**config.mk**
```make
export PLATFORM = sky130hd
export DESIGN_NAME = uri_component_parser_unit
export DESIGN_NICKNAME = d
export VERILOG_FILES = /design/src/hdl/uri_cpu_pkg.sv /design/src/hdl/uri_cpu_step.sv /design/src/hdl/uri_component_parser_unit.sv
export SDC_FILE = /design/constraint.sdc
export NUM_CORES = 1
export LEC_CHECK = 0
export CAP_MARGIN = 10
export CORE_MARGIN = 10
export CORE_UTILIZATION = 45
export CTS_CLUSTER_SIZE = 10
export DETAILED_ROUTE_END_ITERATION = 10
export DONT_BUFFER_PORTS = 1
export PLACE_DENSITY = 0.67
export SETUP_SLACK_MARGIN = 0.5
export SYNTH_ARGS = -nofsm -noshare
export SYNTH_HDL_FRONTEND = slang
export SYNTH_SLANG_ARGS = --single-unit
```
**constraint.sdc**
```tcl
create_clock -name aclk -period 6.7 [get_ports aclk]
set_input_delay 1.34 -clock aclk [delete_from_list [all_inputs] [get_ports aclk]]
set_output_delay 1.34 -clock aclk [all_outputs]
set_load 0.02 [all_outputs]
```
**src/hdl/uri_cpu_pkg.sv**
```systemverilog
// Types, codes and lookup functions shared by the URI component parser.
package uri_cpu_pkg;

    localparam int ByteW   = 8;
    localparam int KindW   = 4;
    localparam int StatusW = 2;
    localparam int LenW    = 3;
    localparam int TdataOutW = 16;

    localparam logic [LenW-1:0] LenMax    = 3'd7;
    localparam logic [LenW-1:0] LenMailto = 3'd6;
    localparam logic [LenW-1:0] LenNews   = 3'd4;

    localparam logic [ByteW-1:0] ChColon = 8'h3a;
    localparam logic [ByteW-1:0] ChSlash = 8'h2f;
    localparam logic [ByteW-1:0] ChAt    = 8'h40;
    localparam logic [ByteW-1:0] ChPlus  = 8'h2b;
    localparam logic [ByteW-1:0] ChDot   = 8'h2e;
    localparam logic [ByteW-1:0] ChDash  = 8'h2d;
    localparam logic [ByteW-1:0] ChPrintLo = 8'h20;
    localparam logic [ByteW-1:0] ChPrintHi = 8'h7f;
    localparam logic [ByteW-1:0] CaseOffset = 8'h20;

    typedef enum logic [3:0] {
        PH_SCHEME = 4'd0,
        PH_SLASH1 = 4'd1,
        PH_SLASH2 = 4'd2,
        PH_HOST   = 4'd3,
        PH_PORT   = 4'd4,
        PH_PATH   = 4'd5,
        PH_MAILTO = 4'd6,
        PH_NEWS   = 4'd7,
        PH_ERROR  = 4'd8
    } phase_t;

    typedef enum logic [KindW-1:0] {
        K_DELIM  = 4'd0,
        K_SCHEME = 4'd1,
        K_HOST   = 4'd2,
        K_PORT   = 4'd3,
        K_PATH   = 4'd4,
        K_MISC   = 4'd5,
        K_CRED   = 4'd6,
        K_IGNORE = 4'd7,
        K_END    = 4'd8
    } kind_t;

    typedef enum logic [StatusW-1:0] {
        ST_RUNNING    = 2'd0,
        ST_OK         = 2'd1,
        ST_ERR_SCHEME = 2'd2,
        ST_ERR_FORMAT = 2'd3
    } status_t;

    typedef struct packed {
        phase_t          phase;
        logic [LenW-1:0] scheme_len;
        logic            mailto_match;
        logic            news_match;
        logic            cred_seen;
        status_t         err;
    } parse_state_t;

    localparam parse_state_t StateReset = '{
        phase:        PH_SCHEME,
        scheme_len:   '0,
        mailto_match: 1'b1,
        news_match:   1'b1,
        cred_seen:    1'b0,
        err:          ST_RUNNING
    };

    // Letter of "mailto" at a position below six.
    function automatic logic [ByteW-1:0] mailto_char(input logic [LenW-1:0] idx);
        logic [ByteW-1:0] c;
        case (idx)
            3'd0:    c = 8'h6d;
            3'd1:    c = 8'h61;
            3'd2:    c = 8'h69;
            3'd3:    c = 8'h6c;
            3'd4:    c = 8'h74;
            3'd5:    c = 8'h6f;
            default: c = 8'h00;
        endcase
        return c;
    endfunction

    // Letter of "news" at a position below four.
    function automatic logic [ByteW-1:0] news_char(input logic [LenW-1:0] idx);
        logic [ByteW-1:0] c;
        case (idx)
            3'd0:    c = 8'h6e;
            3'd1:    c = 8'h65;
            3'd2:    c = 8'h77;
            3'd3:    c = 8'h73;
            default: c = 8'h00;
        endcase
        return c;
    endfunction

endpackage

```
**src/hdl/uri_cpu_step.sv**
```systemverilog
// Next-state and tagging logic for one URI byte.
module uri_cpu_step (
    input  logic [uri_cpu_pkg::ByteW-1:0] in_byte,
    input  uri_cpu_pkg::parse_state_t     cur,
    output uri_cpu_pkg::parse_state_t     nxt,
    output uri_cpu_pkg::kind_t            kind,
    output logic [uri_cpu_pkg::ByteW-1:0] out_byte,
    output uri_cpu_pkg::status_t          status
);
    import uri_cpu_pkg::*;

    logic is_lower;
    logic is_upper;
    logic is_scheme_ch;
    logic printable;
    logic [ByteW-1:0] lowered;

    assign is_lower  = (in_byte >= 8'h61) && (in_byte <= 8'h7a);
    assign is_upper  = (in_byte >= 8'h41) && (in_byte <= 8'h5a);
    assign is_scheme_ch = is_lower || is_upper || (in_byte == ChPlus) ||
                          (in_byte == ChDot) || (in_byte == ChDash);
    assign printable = (in_byte >= ChPrintLo) && (in_byte < ChPrintHi);
    assign lowered   = is_upper ? (in_byte + CaseOffset) : in_byte;

    always_comb begin
        nxt      = cur;
        kind     = K_IGNORE;
        out_byte = in_byte;
        status   = ST_RUNNING;

        if (in_byte == '0) begin
            // Terminator reports the final status and returns to reset.
            kind     = K_END;
            out_byte = '0;
            status   = (cur.err != ST_RUNNING) ? cur.err : ST_OK;
            nxt      = StateReset;
        end else begin
            unique case (cur.phase)
                PH_SCHEME: begin
                    if (in_byte == ChColon) begin
                        kind = K_DELIM;
                        if (cur.mailto_match && cur.scheme_len == LenMailto) begin
                            nxt.phase = PH_MAILTO;
                        end else if (cur.news_match && cur.scheme_len == LenNews) begin
                            nxt.phase = PH_NEWS;
                        end else begin
                            nxt.phase = PH_SLASH1;
                        end
                    end else if (is_scheme_ch) begin
                        kind     = K_SCHEME;
                        out_byte = lowered;
                        if (cur.scheme_len >= LenMailto ||
                            mailto_char(cur.scheme_len) != lowered) begin
                            nxt.mailto_match = 1'b0;
                        end
                        if (cur.scheme_len >= LenNews ||
                            news_char(cur.scheme_len) != lowered) begin
                            nxt.news_match = 1'b0;
                        end
                        if (cur.scheme_len != LenMax) begin
                            nxt.scheme_len = cur.scheme_len + 3'd1;
                        end
                    end else begin
                        nxt.err   = ST_ERR_SCHEME;
                        nxt.phase = PH_ERROR;
                    end
                end
                PH_SLASH1, PH_SLASH2: begin
                    if (in_byte == ChSlash) begin
                        kind      = K_DELIM;
                        nxt.phase = (cur.phase == PH_SLASH1) ? PH_SLASH2 : PH_HOST;
                    end else begin
                        nxt.err   = ST_ERR_FORMAT;
                        nxt.phase = PH_ERROR;
                    end
                end
                PH_HOST, PH_PORT: begin
                    if (in_byte == ChColon && cur.phase == PH_HOST) begin
                        kind      = K_DELIM;
                        nxt.phase = PH_PORT;
                    end else if (in_byte == ChSlash) begin
                        kind      = K_PATH;
                        nxt.phase = PH_PATH;
                    end else if (in_byte == ChAt) begin
                        // Only one credentials marker is allowed per string.
                        if (cur.cred_seen) begin
                            nxt.err   = ST_ERR_FORMAT;
                            nxt.phase = PH_ERROR;
                        end else begin
                            kind          = K_CRED;
                            nxt.cred_seen = 1'b1;
                            nxt.phase     = PH_HOST;
                        end
                    end else if (printable) begin
                        kind = (cur.phase == PH_HOST) ? K_HOST : K_PORT;
                    end else begin
                        nxt.err   = ST_ERR_FORMAT;
                        nxt.phase = PH_ERROR;
                    end
                end
                PH_PATH: begin
                    kind = K_PATH;
                end
                PH_MAILTO, PH_NEWS: begin
                    kind = K_MISC;
                end
                default: begin
                    kind = K_IGNORE;
                end
            endcase

            if (kind == K_IGNORE) begin
                status = nxt.err;
            end
        end
    end

endmodule

```
**src/hdl/uri_component_parser_unit.sv**
```systemverilog
// Top level of the URI component parser: input register, state and result register.
//
//  Channel | Dir | Ports                        | Contents
//  s_      | in  | s_tvalid s_tready s_tdata    | one URI byte per word
//  m_      | out | m_tvalid m_tready m_tdata    | tagged byte, status and kind per word
//                  m_tuser
//
// Every accepted word yields one result word, and a new word can be accepted
// on every cycle while the m_ side is not stalled. The parse state updates as a word
// moves from the input register into the result register, so consecutive bytes see
// it at once. aresetn is synchronous and active low; it empties both registers and
// returns the parser to the scheme phase. A stalled m_ side holds the result and the
// input register can still take one more word before s_tready drops.
module uri_component_parser_unit (
    input  logic        aclk,
    input  logic        aresetn,
    input  logic        s_tvalid,
    output logic        s_tready,
    input  logic [7:0]  s_tdata,   // [7:0] in_byte
    output logic        m_tvalid,
    input  logic        m_tready,
    output logic [15:0] m_tdata,   // [7:0] out_byte, [9:8] status, [15:10] zero
    output logic [3:0]  m_tuser    // [3:0] kind
);
    import uri_cpu_pkg::*;

    logic             in_valid_reg;
    logic             in_valid_next;
    logic [ByteW-1:0] in_byte_reg;
    parse_state_t     st_reg;
    parse_state_t     st_next;
    logic             m_valid_reg;
    logic             m_valid_next;
    kind_t            m_kind_reg;
    logic [ByteW-1:0] m_byte_reg;
    status_t          m_status_reg;

    parse_state_t     step_state;
    kind_t            step_kind;
    logic [ByteW-1:0] step_byte;
    status_t          step_status;
    logic             advance;
    logic             s_accept;

    uri_cpu_step u_step (
        .in_byte  (in_byte_reg),
        .cur      (st_reg),
        .nxt      (step_state),
        .kind     (step_kind),
        .out_byte (step_byte),
        .status   (step_status)
    );

    assign advance  = in_valid_reg && (!m_valid_reg || m_tready);
    assign s_tready = !in_valid_reg || advance;
    assign s_accept = s_tvalid && s_tready;

    always_comb begin
        in_valid_next = in_valid_reg;
        if (s_accept) begin
            in_valid_next = 1'b1;
        end else if (advance) begin
            in_valid_next = 1'b0;
        end
        m_valid_next = m_valid_reg;
        if (advance) begin
            m_valid_next = 1'b1;
        end else if (m_tready) begin
            m_valid_next = 1'b0;
        end
        st_next = advance ? step_state : st_reg;
    end

    always_ff @(posedge aclk) begin
        if (!aresetn) begin
            in_valid_reg <= 1'b0;
            m_valid_reg  <= 1'b0;
            st_reg       <= StateReset;
        end else begin
            in_valid_reg <= in_valid_next;
            m_valid_reg  <= m_valid_next;
            st_reg       <= st_next;
        end
    end

    always_ff @(posedge aclk) begin
        if (s_accept) begin
            in_byte_reg <= s_tdata;
        end
        if (advance) begin
            m_kind_reg   <= step_kind;
            m_byte_reg   <= step_byte;
            m_status_reg <= step_status;
        end
    end

    assign m_tvalid = m_valid_reg;
    assign m_tuser  = m_kind_reg;
    assign m_tdata  = {{(TdataOutW - StatusW - ByteW){1'b0}}, m_status_reg, m_byte_reg};

    // An error code is held exactly while the parser sits in the error phase.
    a_err_phase: assert property (@(posedge aclk) disable iff (!aresetn)
        (st_reg.err != ST_RUNNING) == (st_reg.phase == PH_ERROR))
        else $error("error code and error phase disagree");

    // A terminator returns the parser to its reset state.
    a_term_reset: assert property (@(posedge aclk) disable iff (!aresetn)
        (advance && in_byte_reg == '0) |=> (st_reg == StateReset))
        else $error("terminator did not reset the parse state");

    // Only ignored and end words carry a nonzero status.
    a_status_kind: assert property (@(posedge aclk) disable iff (!aresetn)
        (m_valid_reg && m_status_reg != ST_RUNNING) |->
            (m_kind_reg == K_IGNORE || m_kind_reg == K_END))
        else $error("nonzero status on a tagged byte");

    // The end word always reports a final status.
    a_end_status: assert property (@(posedge aclk) disable iff (!aresetn)
        (m_valid_reg && m_kind_reg == K_END) |-> (m_status_reg != ST_RUNNING))
        else $error("end word reports running status");

    // Once credentials were seen, the parser stays past the scheme until reset.
    a_cred_phase: assert property (@(posedge aclk) disable iff (!aresetn)
        st_reg.cred_seen |-> (st_reg.phase == PH_HOST || st_reg.phase == PH_PORT ||
                              st_reg.phase == PH_PATH || st_reg.phase == PH_ERROR))
        else $error("credentials flag set in an unexpected phase");

endmodule
```
After elaboration in Yosys (flattened, before gate mapping)
Cells that the tools add are included.
{ "totals": {"regBits": 36, "in_bits": 12, "output_inout_bits": 22, "word_cells": 152} }
{ "op_classes": {"add_sub_neg": 2, "n_lt_le_gt_ge": 8, "eq_ne": 28, "n_mux": 62, "reduce_logical": 40} }
{ "ops": {"columns": ["cell", "n"], "rows": [
  ["8-bit two-way mux", 12],
  ["4-bit two-way mux", 15],
  ["7-bit case mux with 6 select lines", 1],
  ["8-bit by 6-bit == test with 1-bit output, second input constant", 5],
  ["7-bit case mux with 4 select lines", 1],
  ["4-bit by 3-bit == test with 1-bit output, second input constant", 5],
  ["4-bit case mux with 5 select lines", 1],
  ["5-bit AND reduction", 4],
  ["2-bit nonzero test", 10],
  ["2-bit two-way mux", 9],
  ["3-bit two-way mux", 6],
  ["8-bit by 7-bit >= comparator with 1-bit output, second input constant", 2],
  ["8-bit by 7-bit <= comparator with 1-bit output, second input constant", 2],
  ["8-bit inequality test", 2],
  ["5-bit two-way mux", 3],
  ["12-bit two-way mux", 1],
  ["4-bit case mux with 3 select lines", 1],
  ["1-bit two-way mux", 11],
  ["3-bit == test, second input constant", 3],
  ["8-bit by 6-bit adder with 8-bit output, second input constant", 1],
  ["4-bit by 2-bit == test with 1-bit output, second input constant", 2],
  ["8-bit by 7-bit == test with 1-bit output, second input constant", 1],
  ["8-bit by 6-bit >= comparator with 1-bit output, second input constant", 1],
  ["1-bit logical AND", 8],
  ["19 further kinds", 33]
]} }

Depth between registers and ports, before layout
{ "logic_depth": {"ltp_word": 17, "mapped_depth": 10, "ltp_nobuf": 9} }

Cells and area by module
Synthesis repeated with hierarchy kept, for this count alone.
{ "unflattened": {"hier_cells": 297, "hier_area_um2": 2601.2} }
{ "by_module_without_submodules": {"columns": ["module", "n_inst", "cells_per_inst", "area_each_um2", "seq_area_each_um2"], "rows": [
  ["uri_cpu_step", 1, 206, 1302.5, 0.0],
  ["uri_component_parser_unit", 1, 91, 1298.7, 940.9]
]} }

Worst setup path after synthesis
OpenSTA, ideal clock, no wires.
{ "synth_path": {"kind": "input-to-output", "from": "input port m_tready", "to": "output port s_tready", "arrival_time_ps": 1693, "required_ps": 5360, "path_slack_ps": 3667, "path_stages": 2, "path_buffers": 0, "cell_sequence": "nor2b_1 > nand2_1"} }
{ "synth_between": {"elab_chain_cells": 3} }
{ "synth_lines": {"columns": ["element", "line", "text"], "rows": [
  ["from (decl)", "uri_component_parser_unit.sv:21", "input logic m_tready,"],
  ["1-bit logical OR", "uri_component_parser_unit.sv:54", "assign advance = in_valid_reg && (!m_valid_reg || m_tready);"],
  ["1-bit logical AND", "uri_component_parser_unit.sv:54", null],
  ["1-bit logical OR", "uri_component_parser_unit.sv:55", "assign s_tready = !in_valid_reg || advance;"],
  ["to (decl)", "uri_component_parser_unit.sv:18", "output logic s_tready,"]
]} }
Every way passes these cells.

Final worst setup path
Same ends and word-level chain as after synthesis.

==> summary.md <==
| Metric | Value |
|---|---|
| Reg power frac | 49.4% |
| Final core occ | 47.5% |
| IO Pins | 34 |
| Area growth syn-to-layout | 1.72% |
| Synth unique cells | 59 |
| Max transition margin | 55.2% |
| Die Y | 93.1 um |
| Vias | 1909 |
| Critical path buffer and inverter count | 0 |
| CP Max Fanout | 4 |
| Post-Syn Area | 2400 um^2 |
| Setup Buffers After CTS | 0 |
| Outcome | finished clean |
| CTS Hold Bufs | 0 |
| Int Pwr | 0.387 mW |
| Non-Filler Instances | 331 |
| Fraction of layout cells with a size suffix above 1 | 5.36% |
| Site Rows | 26 |
| Clock skew | 0.00925 ns |
| Clock Power Share | 25.4% |
| CTS Buf Count | 5 |
| Reg clk slew, reported paths | 0.07 ns |
| Static leakage | 0.866 nW |
| Critical-path cell list | nor2b_1 -> nand2_1 |
| Die ar. | 8660 um^2 |
| Pre-antenna DRT Iters | 4 |
| Crit path max-delay cell type | nand2_1 |
| Dpl hpwl | 3.90 mm |
| Max FFs per register | 12 |
| Root Driver | clkbuf_8 |
| Final nets | 281 |
| Grt ovf | 0 |
| First-pass GRT wire length | 8.85 mm |
| Setup Total Neg Slack | 0 ns |
| Worst Hold Class | flip-flop to flip-flop |
| WS Path Type | input pin to primary output |
| Worst vdd ir | 198 uV |
| Resized Gates After CTS | 0 |
| RSZ-0062 raised after global routing | false |
| Gate power share | 25.2% |
| CTS tree | done |
| Dpl ws | 3.60 ns |
| P_sw | 0.178 mW |
| # clock sinks | 36 |
| Seq/Total Area, Yosys | 39.2% |
| Placed cell count | 323 |
| Max Fclk | 323 MHz |
| CTS H-tree lvls | 2 |
| WL/cell | 15.5 um |
| GPL Wtd Cong | 0.918 |
| Final setup violation count | 0 |
| Number of diodes | 0 |
| EDFF count, synth | 22 |
| Initial DRC Count | 168 |
| Cell family with most CP delay | simple AND/OR/NAND/NOR gates |
| Via density per instance | 5.77 |
| Initial Utilization | 46.7% |
| ANT nets after route | 0 |
| Tcrit/Tclk final | 46.3% |
| Final WS setup | 3.60 ns |
| Worst slew pin tran | 0.665 ns |
| Mapped Cells | 277 |
| Most common cell after layout, fill and taps aside | nor2_1 |
| Initial antenna violation count | 0 |
| Core area | 5140 um^2 |
| Worst-Skew Late Latency | 0.28 ns |
| Minimum clock period after layout | 3.10 ns |
| Max-slew violation count | 0 |
| CTS max path bufs | 2 |
| Worst setup EP type | primary output |
| Most frequent cells in the layout | nor2_1 (26), a21oi_1 (23), edfxtp_1 (22) |
| IO buf count | 0 |
| Die Span X | 93.1 um |
| Kind of start point of the critical path | input pin |
| Sw Ratio | 31.5% |
| PwrDens | 231 nW/um^2 |
| Critical path arrival | 1.76 ns |
| Syn avg cell area | 8.67 um^2 |
| Pin count of the biggest net entering global routing | 18 |
| Max-cap check violation count | 0 |
| DR DRC count | 0 |
| Overall routing resource usage | 12.2% |
| Final Hold Vio Count | 0 |
| Ys Warns | 0 |
| Vias in the first global route | 1840 |
| #FFs+latches synth | 36 |
| CP required | 5.36 ns |
| Ys flop type | edfxtp_1 |
| CP peak stage delay | 0.21 ns |
| WL final | 5.12 mm |
| Post-synth ARST share | 0% |
[final timing paths]
check                                    start               to  slack (ns)  cells after the start
worst max-delay path                  m_tready         s_tready        3.60                      2
worst max register to register  in_byte_reg[4]  m_status_reg[0]        3.93                      7
worst min-delay path                 st_reg[1]        st_reg[1]        0.51                      2
worst min register to register       st_reg[1]        st_reg[1]        0.51                      2
[kinds of logic (layout without fill, tap and decap cells)]
group | count (synthesis) | after routing | synth area share [%]
AO/OA/AOI/OAI | 68 | 68 | 18.9
XOR/XNOR | 10 | 10 | 3.65
adder cells (fa/ha/maj) | 10 | 10 | 5.10
buffers and inverters | 42 | 21 | 8.12
flip-flops | 36 | 36 | 39.2
multiplexers | 5 | 5 | 2.19
other | 1 | 6 | 0.156
AND/OR/NAND/NOR | 105 | 105 | 22.7
[metrics by stage]
stage / hold slack (ns) / instance area (um^2) / power (mW)
2_1_floorplan: 0.444 / 2420 / 0.403
3_3_place_gp: 0.477 / 2360 / 0.421
3_5_place_dp: 0.480 / 2360 / 0.424
4_1_cts: 0.506 / 2440 / 0.567
5_1_grt: 0.554 / 2440 / 0.601
6_report: 0.505 / 2440 / 0.566
[layer usage]
| metal | routed length (um) | global-route usage [%] | vias up |
|---|---|---|---|
| met1 | 2510 | 16.7 | 874 |
| met5 | 0 | 0 | - |
| met3 | 373 | 4.32 | 9 |
| li1 | - | - | 956 |
| met4 | 76 | 4.24 | 0 |
| met2 | 2160 | 17.2 | 70 |
[cells in the mapped netlist, drive strengths merged, types with 3 or more instances]
cell type   n  area share, %
nor2       26            4.1
a21oi      23            4.8
edfxtp     22             27
clkbuf     18            2.8
nand2      18            2.8
dfxtp      14             12
nor3       13            2.7
inv        12            1.9
buf        11            3.3
ha          9            4.7
nand3       9            1.9
o21ai       8            1.7
xnor2       8            2.9
and2        7            1.8
nand4       5            1.3
a211oi      4            1.3
nor2b       4            1.0
or3         4            1.0
a31oi       3           0.78
and3        3           0.78
mux2i       3            1.3
nand2b      3           0.78
nor4        3            1.0
o21a        3           0.94
o22ai       3           0.78
o31ai       3           0.94
[power by group through the flow]
stage / sequential (mW) / combinational [mW] / clock (mW)
2_1_floorplan: 0.271 / 0.132 / 0
3_3_place_gp: 0.283 / 0.138 / 0
3_5_place_dp: 0.284 / 0.140 / 0
4_1_cts: 0.279 / 0.141 / 0.146
5_1_grt: 0.283 / 0.161 / 0.157
6_report: 0.280 / 0.142 / 0.144
[layout make-up]
class | count | area, um^2
multi-input cells | 204 | 1280
well taps | 70 | 87.6
fillers | 534 | 2700
flip-flops and latches | 36 | 941
clock buffers | 7 | 76.3
clock inverters | 1 | 5.00
inverters | 13 | 48.8
(Power assumes the default switching activity.)
